File: config.mk
export PLATFORM = sky130hd
export DESIGN_NAME = roac_ctrl
export DESIGN_NICKNAME = d
export VERILOG_FILES = /design/src/rtl/roac_pkg.sv /design/src/rtl/roac_ctrl.sv
export SDC_FILE = /design/constraint.sdc
export NUM_CORES = 1
export LEC_CHECK = 0
export ABC_CLOCK_PERIOD_IN_PS = 2800
export BUFFER_PORTS_ARGS = -buffer_cell sky130_fd_sc_hd__buf_2
export CAP_MARGIN = 30
export CORE_AREA = 4 4 41 43
export CTS_CLUSTER_DIAMETER = 120
export DETAILED_ROUTE_END_ITERATION = 10
export DIE_AREA = 0 0 45 47
export PLACE_DENSITY = 0.45
export SLEW_MARGIN = 10
export SYNTH_ARGS = -nofsm -noshare
export SYNTH_HDL_FRONTEND = slang
export SYNTH_SLANG_ARGS = --single-unit
export TNS_END_PERCENT = 50
File: constraint.sdc
create_clock -name clk -period 2.8 [get_ports clk]
set_input_delay 0.28 -clock clk [delete_from_list [all_inputs] [get_ports clk]]
set_output_delay 0.28 -clock clk [all_outputs]
set_load 0.02 [all_outputs]
File: src/rtl/roac_pkg.sv
package roac_pkg;

	localparam int COORD_W = 10;
	localparam int SPAN_W = 11;
	localparam int TOTAL_W = 21;
	localparam int LEVEL_W = 2;
	localparam int GRID_SIDE_DEF = 1024;

	localparam logic [TOTAL_W-1:0] TOTAL_MAX = '1;

	localparam logic [LEVEL_W-1:0] LVL_NONE = 2'd0;
	localparam logic [LEVEL_W-1:0] LVL_ONCE = 2'd1;
	localparam logic [LEVEL_W-1:0] LVL_MULTI = 2'd2;

	typedef logic [COORD_W-1:0] coord_t;
	typedef logic [SPAN_W-1:0] span_t;
	typedef logic [TOTAL_W-1:0] total_t;
	typedef logic [LEVEL_W-1:0] level_t;

	typedef struct packed {
		logic clear;
		logic load;
		logic step;
		logic out_load;
	} cmd_t;

	typedef struct packed {
		logic clr_last;
		logic scan_done;
		logic busy;
	} status_t;

endpackage

File: src/rtl/roac_ctrl.sv
module roac_ctrl (
	input  logic clk,
	input  logic arst_n,
	input  logic in_valid,
	output logic in_ready,
	output logic out_valid,
	input  logic out_ready,
	input  roac_pkg::status_t st,
	output roac_pkg::cmd_t cmd
);

	localparam logic [2:0] ST_CLEAR = 3'd0;
	localparam logic [2:0] ST_IDLE = 3'd1;
	localparam logic [2:0] ST_SCAN = 3'd2;
	localparam logic [2:0] ST_DRAIN = 3'd3;

	logic [2:0] state_q, state_d;
	logic out_valid_q;

	always_comb begin
		state_d = state_q;
		cmd = '0;
		in_ready = 1'b0;
		case (state_q)
			ST_CLEAR: begin
				cmd.clear = 1'b1;
				if (st.clr_last) begin
					state_d = ST_IDLE;
				end
			end
			ST_IDLE: begin
				in_ready = 1'b1;
				if (in_valid) begin
					cmd.load = 1'b1;
					state_d = ST_SCAN;
				end
			end
			ST_SCAN: begin
				if (st.scan_done) begin
					state_d = ST_DRAIN;
				end else begin
					cmd.step = 1'b1;
				end
			end
			ST_DRAIN: begin
				if (!st.busy && (!out_valid_q || out_ready)) begin
					cmd.out_load = 1'b1;
					state_d = ST_IDLE;
				end
			end
			default: state_d = ST_CLEAR;
		endcase
	end

	always_ff @(posedge clk or negedge arst_n) begin
		if (!arst_n) begin
			state_q <= ST_CLEAR;
			out_valid_q <= 1'b0;
		end else begin
			state_q <= state_d;
			if (cmd.out_load) begin
				out_valid_q <= 1'b1;
			end else if (out_ready) begin
				out_valid_q <= 1'b0;
			end
		end
	end

	assign out_valid = out_valid_q;

`ifndef SYNTH
	a_no_overwrite: assert property (@(posedge clk) disable iff (!arst_n)
		cmd.out_load |-> (!out_valid_q || out_ready))
		else $error("pending result overwritten");
`endif

endmodule

==> results of run 1 <==
[registers in the layout, indices dropped and copies added (netlist names)]
| register | count |
|---|---|
| out_valid | 1 |
| state_q | 2 |
[worst max-delay path, stage by stage, from the launching register on]
cell and delay [ns]:
dfrtp_1 0.39, inv_1 0.09, ha_1 0.20, nor2b_4 0.13, a221oi_2 0.19, nand2_2 0.10, mux2_4 0.31
[worst max path at each step]
stage	startpoint	to	slack (ns)	depth (start not counted)
after global routing	state_q[1]	cmd[0]	1.18	3
after global placement	state_q[0]	state_q[1]	1.29	6
after floorplan	state_q[0]	state_q[1]	1.28	5
after CTS	state_q[0]	state_q[1]	1.25	6
final	state_q[0]	state_q[1]	1.28	6
after detailed placement	state_q[0]	state_q[1]	1.25	6
[per-layer routing]
| layer | vias to the layer above | global-route usage, % |
|---|---|---|
| li1 | 104 | - |
| met1 | 80 | 6.38 |
| met2 | 13 | 9.04 |
| met3 | 0 | 1.53 |
| met4 | 0 | 5.26 |
| met5 | - | 0 |
[stage by stage]
stage	setup WS (ns)	utilization, %
global route	1.18	27.6
floorplan	1.28	-
global placement	1.29	24.8
finish	1.28	27.6
CTS	1.25	27.6
detailed placement	1.25	24.8
[cell families (layout without fill, tap and decap cells)]
family                   Yosys count  count (layout)  share of synthesized area [%]
flip-flops                         3               3                           30.8
adder cells (fa/ha/maj)            5               5                           25.6
multiplexers                       2               2                           10.3
AND/OR/NAND/NOR                    6               6                           19.0
AO/OA/AOI/OAI                      2               2                           8.20
buffers and inverters              4              21                           6.15
[power by group]
group | leakage [nW] | internal, W | total, W | switching, W
clock network | 0.0150 | 0.0000535 | 0.0000768 | 0.0000233
registers | 0.0353 | 0.0000662 | 0.0000860 | 0.0000198
logic | 0.156 | 0.000109 | 0.000231 | 0.000122
total | 0.207 | 0.000228 | 0.000393 | 0.000165
[placed cells by master (no fill, tap or decap)]
cell type,count
buf_2,12
ha_1,5
inv_1,4
clkbuf_4,3
dfrtp_1,3
nor2b_1,1
nor3b_1,1
nor2b_4,1
and2_1,1
a221oi_2,1
o21ai_0,1
nand2_2,1
mux2_4,1
or2_2,1
mux2i_1,1
clkbuf_1,1
dlygate4sd3_1,1
[cell type report]
| class | count | area share, % |
|---|---|---|
| clock buffers | 4 | 7.32 |
| inverters | 4 | 4.18 |
| multi-input cells | 15 | 42.9 |
| flip-flops and latches | 3 | 20.9 |
| well taps | 15 | 5.23 |
| repair buffers | 13 | 19.5 |
==> results by group, run 1 <==
Outcome
  • Status: finished clean

Yosys
  • Unique masters post-synth: 13
  • Mean post-synth cell area: 11.1 µm²
  • Syn nets: 34
  • Most common cell in the netlist: ha_1
  • Top post-synthesis cells by area: dfrtp_1 (31%), ha_1 (26%), a221oi_2 (6.2%)
  • Post-Syn Area: 244 µm²
  • Ys async rst share: 100%
  • Warnings, synthesis: 0
  • Share of the synthesized area in the top cell type: 30.8%
  • Most instantiated cells after synthesis: ha_1 (5), inv_1 (4), dfrtp_1 (3)
  • Sequential area share after synthesis: 30.8%
  • Synth Instances: 22
  • Number of synthesized register bits: 3
  • Post-synth EDFFs: 0
  • Post-synth top flop: dfrtp_1
  • Area leader, netlist: dfrtp_1

STA
  • Worst hold slack: around 0.37 ns
  • Worst Skew: slightly below 0.008 ns
  • Slew HR: between 80% and 90%
  • Setup tns final: 0 ns
  • Final period utilization: 54.4%
  • Hold Vio Cnt, Final: 0
  • RSZ-0062 raised after global routing: no
  • Final setup vio count: 0
  • Slew of the pin with the lowest slew margin: 0.206 ns
  • Max-slew violations: 0
  • Fmax: between 600 and 700 MHz
  • Fin crit period: 1.52 ns

Worst setup path
  • CP required: a little under 3 ns
  • CP max FO: 4
  • Worst flop-to-flop path startpoint: state_q[0]
  • Crit path DAT: between 1.5 and 2 ns
  • Critical path class: reg2reg
  • Reg2reg path depth: 6
  • Slack of the worst reg-to-reg path: 1.28 ns
  • Worst R2R End: state_q[1]
  • CP Capture Type: flip-flop
  • Critical Path Start Type: flip-flop

CTS
  • Post-CTS setup buffers: 0
  • CTS Buffer Depth: 2
  • Post-CTS Resized: 0
  • CTS Sinks: 3
  • CTS tree: built
  • # hold bufs at CTS: 1
  • Clk Tree Root Cell: clkbuf_4
  • H-tree depth: 1
  • Reg clk slew, reported paths: 0.04 ns
  • TritonCTS buffer count: 3
  • Clock latency on the worst-skew pair: 0.24 ns

Final layout
  • Area Growth Syn to Fin: 47.2%
  • Storage cell area: 75.1 µm²
  • Fillers: ~150
  • Nets@finish: 52
  • Finished Layout Cells: 54
  • Final Cell Area: between 300 and 400 µm²
  • Multi-input logic area: 154 µm²
  • Layout cells sized above 1: 51.3%
  • Ant diodes: 0

Global routing
  • Initial antenna violation count: 0
  • Vias in the first global route: approximately 210
  • All-Layer GR Usage: 5.77%
  • First-pass GRT wire length: between 800 and 900 µm
  • Total grt overflow: 0
  • Pin count of the biggest net entering global routing: 5

Detailed routing
  • DR DRC count: 0
  • Via/cell ratio: ~3.6
  • Vias: roughly 200
  • WL per Instance: 9.78 µm
  • ANT nets after route: 0
  • Met3 WL: 77 µm
  • DRT Wirelength: 528 µm
  • Wire length on met2: 214 µm
  • First-pass iteration count of the detailed router: 2
  • Met1 Wirelength: 236 µm
  • DRT iter0 DRCs: 1
  • Highest metal used: met3

Floorplan
  • Die Wd: approximately 45 µm
  • Initial Util: 18.8%
  • Die Ht: roughly 47 µm
  • Core area: 0.00130 mm²
  • Row count: 13
  • Die area: 0.00212 mm²
  • Top Ports: 13

Place
  • Placement Cell Area: 323 µm²
  • Routability Congestion: roughly 0.76
  • Port bufs: 12
  • Cells after DPL: 49

Job
  • MaxCap Viol Count: 0

Pwr
  • Pwr Density: between 1000 and 1500 mW/mm²
  • Pleak: 0.207 nW
  • Peak VDD IR: 0.331 mV
  • Total power: 0.000393 W

Worst hold path
  • Hold/Removal Path Class: in2async
(Power assumes the default switching activity.)
==> inputs of run 2 (changes only) <==
ABC_CLOCK_PERIOD_IN_PS = 1300   (was 2800)
PLACE_DENSITY = 0.47   (was 0.45)
clock period = 1.3 ns   (was 2.8 ns; I/O delays follow)
==> results by group, run 2 (synthesis results as in run 1) <==
Outcome
  • Status: complete, but fails checks
  • Failing checks: negative setup slack

STA
  • Worst Skew: 0.00158 ns
  • Final WS setup: -0.178 ns
  • Slew HR: 84.6%
  • Setup tns final: -0.503 ns
  • Max-slew violations: 0
  • Final period utilization: 114%
  • Hold Vio Cnt, Final: 0
  • Final setup vio count: 5
  • Worst hold slack: roughly 0.23 ns
  • Fin crit period: roughly 1.5 ns
  • Slew of the pin with the lowest slew margin: ~0.23 ns
  • Fmax: ~680 MHz
  • RSZ-0062 raised after global routing: yes

Detailed routing
  • ANT nets after route: 0
  • WL per Instance: 9.49 µm
  • DR DRC count: 0
  • DRT Wirelength: 598 µm
  • First-pass iteration count of the detailed router: 1
  • Vias: 241
  • DRT iter0 DRCs: 0
  • Via/cell ratio: 3.83

Global routing
  • Met1 global-route usage: under 10%
  • Vias in the first global route: 278
  • Met2 Use GR: 13.0%
  • Initial antenna violation count: 0
  • Global route hottest layer: met2
  • M3 GR Usage: 3.45%
  • First-pass GRT wire length: 1040 µm
  • Total grt overflow: 0
  • All-Layer GR Usage: 7.04%
  • Pin count of the biggest net entering global routing: 5

CTS
  • CTS Buffer Depth: 2
  • CTS tree: built
  • TritonCTS buffer count: 3
  • Clock latency on the worst-skew pair: roughly 0.23 ns
  • H-tree depth: 1
  • CTS Sinks: 3
  • Reg clk slew, reported paths: approximately 0.040 ns
  • Clk Tree Root Cell: clkbuf_4

Floorplan
  • Die Ht: 47 µm
  • Die area: 0.00212 mm²
  • Initial Util: 18.8%
  • Row count: 13
  • Core area: 0.00130 mm²
  • Top Ports: 13
  • Die Wd: 45 µm

Final layout
  • Nets@finish: 61
  • Ant diodes: 0
  • Final Cell Area: 470 µm²
  • Most common cell after layout, fill and taps aside: buf_4
  • Most flops, register: state_q
  • Most frequent cells in the layout: buf_4 (10), buf_2 (9), ha_2 (3), clkbuf_4 (3)
  • Max reg flops: 2
  • Layout cells sized above 1: 79.2%
  • Area Growth Syn to Fin: 92.8%

Place
  • Placement Cell Area: 380 µm²
  • Detailed Place HPWL: 438 µm
  • Port bufs: 12
  • Routability Congestion: 0.659
  • Worst slack, placed: -0.203 ns

Worst setup path
  • CP required: roughly 1.4 ns
  • Critical Path Start Type: flip-flop
  • Crit path DAT: 1.59 ns
  • CP Capture Type: flip-flop
  • Critical path class: reg2reg
  • CP max FO: 4

Pwr
  • Total power: 0.00116 W
  • Pleak: 0.248 nW
  • Pwr Density: 2460 mW/mm²
  • Peak VDD IR: 1.06 mV

Worst hold path
  • Hold/Removal Path Class: in2async

Job
  • MaxCap Viol Count: 0
-- run 2: cell count changes in the layout (fill, tap and decap cells not counted), sizes merged --
cell	delta
buf	+9
-- run 2: layout make-up --
cell class,count,area [µm²]
timing repair buffer,22,153
multi-input combinational,15,181
fill,145,831
sequential,3,76.3
tap,15,18.8
clock buffer,4,26.3
inverter,4,15.0
-- run 2: timing repair --
item | in CTS | in global routing
pin swaps | 3 | 0
cloned | 0 | 0
endpoints found under the hold margin | 3 | 0
endpoints found under the setup margin | 6 | 7
setup buffers | 2 | 1
resized for setup | 7 | 3
hold buffers | 1 | 0
-- run 2: where the power goes --
group | switching (W) | internal [W] | leakage [nW]
combinational | 0.000335 | 0.000471 | 0.199
clock | 0.0000444 | 0.000115 | 0.0150
sequential | 0.0000485 | 0.000146 | 0.0345
total | 0.000428 | 0.000731 | 0.248
-- run 2: stage by stage --
step                util [%]  std cells
floorplan                  -         22
global placement        29.2         55
detailed placement      29.2         55
CTS                     35.0         62
global route            36.2         63
finish                  36.2         63
-- run 2: critical path: stages, from the launching register on --
cell,delay (ns)
dfrtp_2,0.41
inv_2,0.07
ha_2,0.16
nor2b_4,0.12
a221oi_2,0.20
nand2_2,0.10
mux2_4,0.30
-- run 2: metal layers --
layer	wire length, µm	part of all wire, %
met4	0	0
met3	7	1.2
met2	362	61
met5	0	0
met1	228	38
-- run 2: worst paths after layout --
path / start / end / slack, ns / cells past startpoint
max: state_q[0] / state_q[1] / -0.18 / 6
min: arst_n / out_valid / 0.23 / 2
max reg2reg: state_q[0] / state_q[1] / -0.18 / 6
min reg2reg: state_q[1] / state_q[1] / 0.67 / 2
max in group asynchronous: arst_n / state_q[0] / 0.95 / 2
min in group clk: st[0] / out_valid / 0.36 / 3
==> inputs of run 3 (changes only) <==
ABC_AREA = 0   (was not set)
ABC_CLOCK_PERIOD_IN_PS = 1450   (was 1300)
PLACE_DENSITY = 0.45   (was 0.47)
clock period = 1.45 ns   (was 1.3 ns; I/O delays follow)
==> results by group, run 3 (synthesis results as in run 1) <==
STA
  • Max-slew violations: 0
  • Slew of the pin with the lowest slew margin: 0.221 ns
  • RSZ-0062 raised after global routing: yes
  • Final period utilization: 101%
  • Hold Vio Cnt, Final: 0
  • Worst Skew: 0.000553 ns
  • Fin crit period: between 1 and 1.5 ns
  • Final WS setup: -0.0142 ns
  • Final setup vio count: 1
  • Fmax: 683 MHz
  • Slew HR: 85.3%

CTS
  • CTS tree: built
  • Clk Tree Root Cell: clkbuf_4
  • Post-CTS setup buffers: 0
  • CTS Sinks: 3
  • H-tree depth: 1
  • TritonCTS buffer count: 3
  • Reg clk slew, reported paths: 0.04 ns
  • CTS Buffer Depth: 2
  • Clock latency on the worst-skew pair: 0.23 ns

Floorplan
  • Top Ports: 13
  • Die area: about 0.0021 mm²
  • Row count: 13
  • Die Ht: 47 µm
  • Die Wd: 45 µm
  • Initial Util: 18.8%
  • Core area: 0.00130 mm²

Global routing
  • Initial antenna violation count: 0
  • First-pass GRT wire length: 841 µm
  • Pin count of the biggest net entering global routing: 5
  • Met1 global-route usage: 5.48%
  • All-Layer GR Usage: 6.01%
  • M3 GR Usage: approximately 1.1%
  • Met2 Use GR: 10.5%
  • Vias in the first global route: 210
  • Global route hottest layer: met2
  • Total grt overflow: 0

Detailed routing
  • DRT Wirelength: 558 µm
  • DR DRC count: 0
  • Vias: around 210
  • DRT iter0 DRCs: 0
  • ANT nets after route: 0
  • WL per Instance: between 9 and 10 µm
  • First-pass iteration count of the detailed router: 1
  • Via/cell ratio: 3.66

Final layout
  • Most frequent cells in the layout: buf_2 (12), buf_4 (4), clkbuf_4 (3)
  • Finished Layout Cells: 58
  • Layout cells sized above 1: 72.1%
  • Nets@finish: 56
  • Ant diodes: 0
  • Most flops, register: state_q
  • Area Growth Syn to Fin: 69.2%
  • Most common cell after layout, fill and taps aside: buf_2
  • Max reg flops: 2

Worst setup path
  • Critical Path Start Type: flip-flop
  • Critical path destination: state_q[1]
  • Buffers & Inverters on Critical Path: 1
  • Number of cells on the critical path: 6
  • Crit. Startpoint: state_q[0]
  • Critical Path Max Stage Delay: 0.40 ns
  • CP Capture Type: flip-flop
  • Cell breakdown of the critical path: inv_2, ha_4, nor2b_4, a221oi_2, nand2_2, mux2_4
  • CP required: 1.56 ns
  • Worst R2R End: state_q[1]
  • Reg2reg path depth: 6
  • Slack of the worst reg-to-reg path: -0.01 ns
  • CP max FO: 4
  • Critical path class: reg2reg
  • Crit path DAT: approximately 1.6 ns
  • CP top delay family: flip-flops
  • Worst flop-to-flop path startpoint: state_q[0]
  • CP max-delay cell: dfrtp_1

Pwr
  • Pwr Density: 2130 mW/mm²
  • Peak VDD IR: about 0.74 mV
  • Pleak: 0.221 nW

Place
  • Routability Congestion: 0.617
  • Port bufs: 12
  • Worst slack, placed: -0.0398 ns
  • Detailed Place HPWL: 469 µm
  • Cells after DPL: 53

Worst hold path
  • Hold/Removal Path Class: in2async

Outcome
  • Status: complete, but fails checks
  • Failing checks: negative setup slack

Job
  • MaxCap Viol Count: 0
-- run 3: cell count changes in the layout (fill, tap and decap cells not counted), sizes merged --
cell,change
buf,-5
-- run 3: cell type report --
type	count	area, µm²
fillers	147	888
multi-input cells	15	176
repair buffers	17	100
flip-flops and latches	3	76.3
clock buffers	4	26.3
well taps	15	18.8
inverters	4	15.0
-- run 3: worst min path at each step --
| stage | startpoint | to | slack, ns | cells past startpoint |
|---|---|---|---|---|
| 2_1_floorplan | arst_n | out_valid | -0.15 | 0 |
| 3_3_place_gp | arst_n | out_valid | -0.06 | 1 |
| 3_5_place_dp | arst_n | out_valid | -0.06 | 1 |
| 4_1_cts | arst_n | out_valid | 0.23 | 2 |
| 5_1_grt | arst_n | out_valid | 0.26 | 2 |
| 6_report | arst_n | out_valid | 0.24 | 2 |
-- run 3: what timing repair did --
item | in CTS | in global routing
hold buffers | 1 | 0
setup endpoints to repair | 2 | 4
hold endpoints to repair | 3 | 0
pin swaps | 2 | 1
gates resized for setup | 0 | 4
-- run 3: metal layers --
layer | wire length (µm) | vias up
met4 | 0 | 0
met1 | 206 | 97
met5 | 0 | -
met3 | 8 | 0
li1 | - | 114
met2 | 343 | 1
-- run 3: where the power goes --
part	total [W]	switching (W)	internal, W	leakage, nW
Clock	0.000145	0.0000417	0.000103	0.0150
Combinational	0.000559	0.000267	0.000292	0.172
Sequential	0.000176	0.0000448	0.000131	0.0343
-- run 3: through the flow --
step                      power, W  setup TNS, ns  instance area (µm²)  util (%)  hold WS (ns)
after floorplan           0.000516              0                  251         -        -0.151
after detailed placement  0.000715        -0.0398                  360      27.7       -0.0567
final                     0.000879        -0.0142                  413      31.7         0.240
after global routing      0.000953         -0.204                  413      31.7         0.257
after CTS                 0.000876        -0.0429                  397      30.5         0.235
after global placement    0.000709        -0.0174                  360      27.7       -0.0578
-- run 3: worst register-to-register path, stage by stage, from the launching register on --
cell,delay (ns)
dfrtp_1,0.40
inv_2,0.08
ha_4,0.15
nor2b_4,0.12
a221oi_2,0.19
nand2_2,0.09
mux2_4,0.30
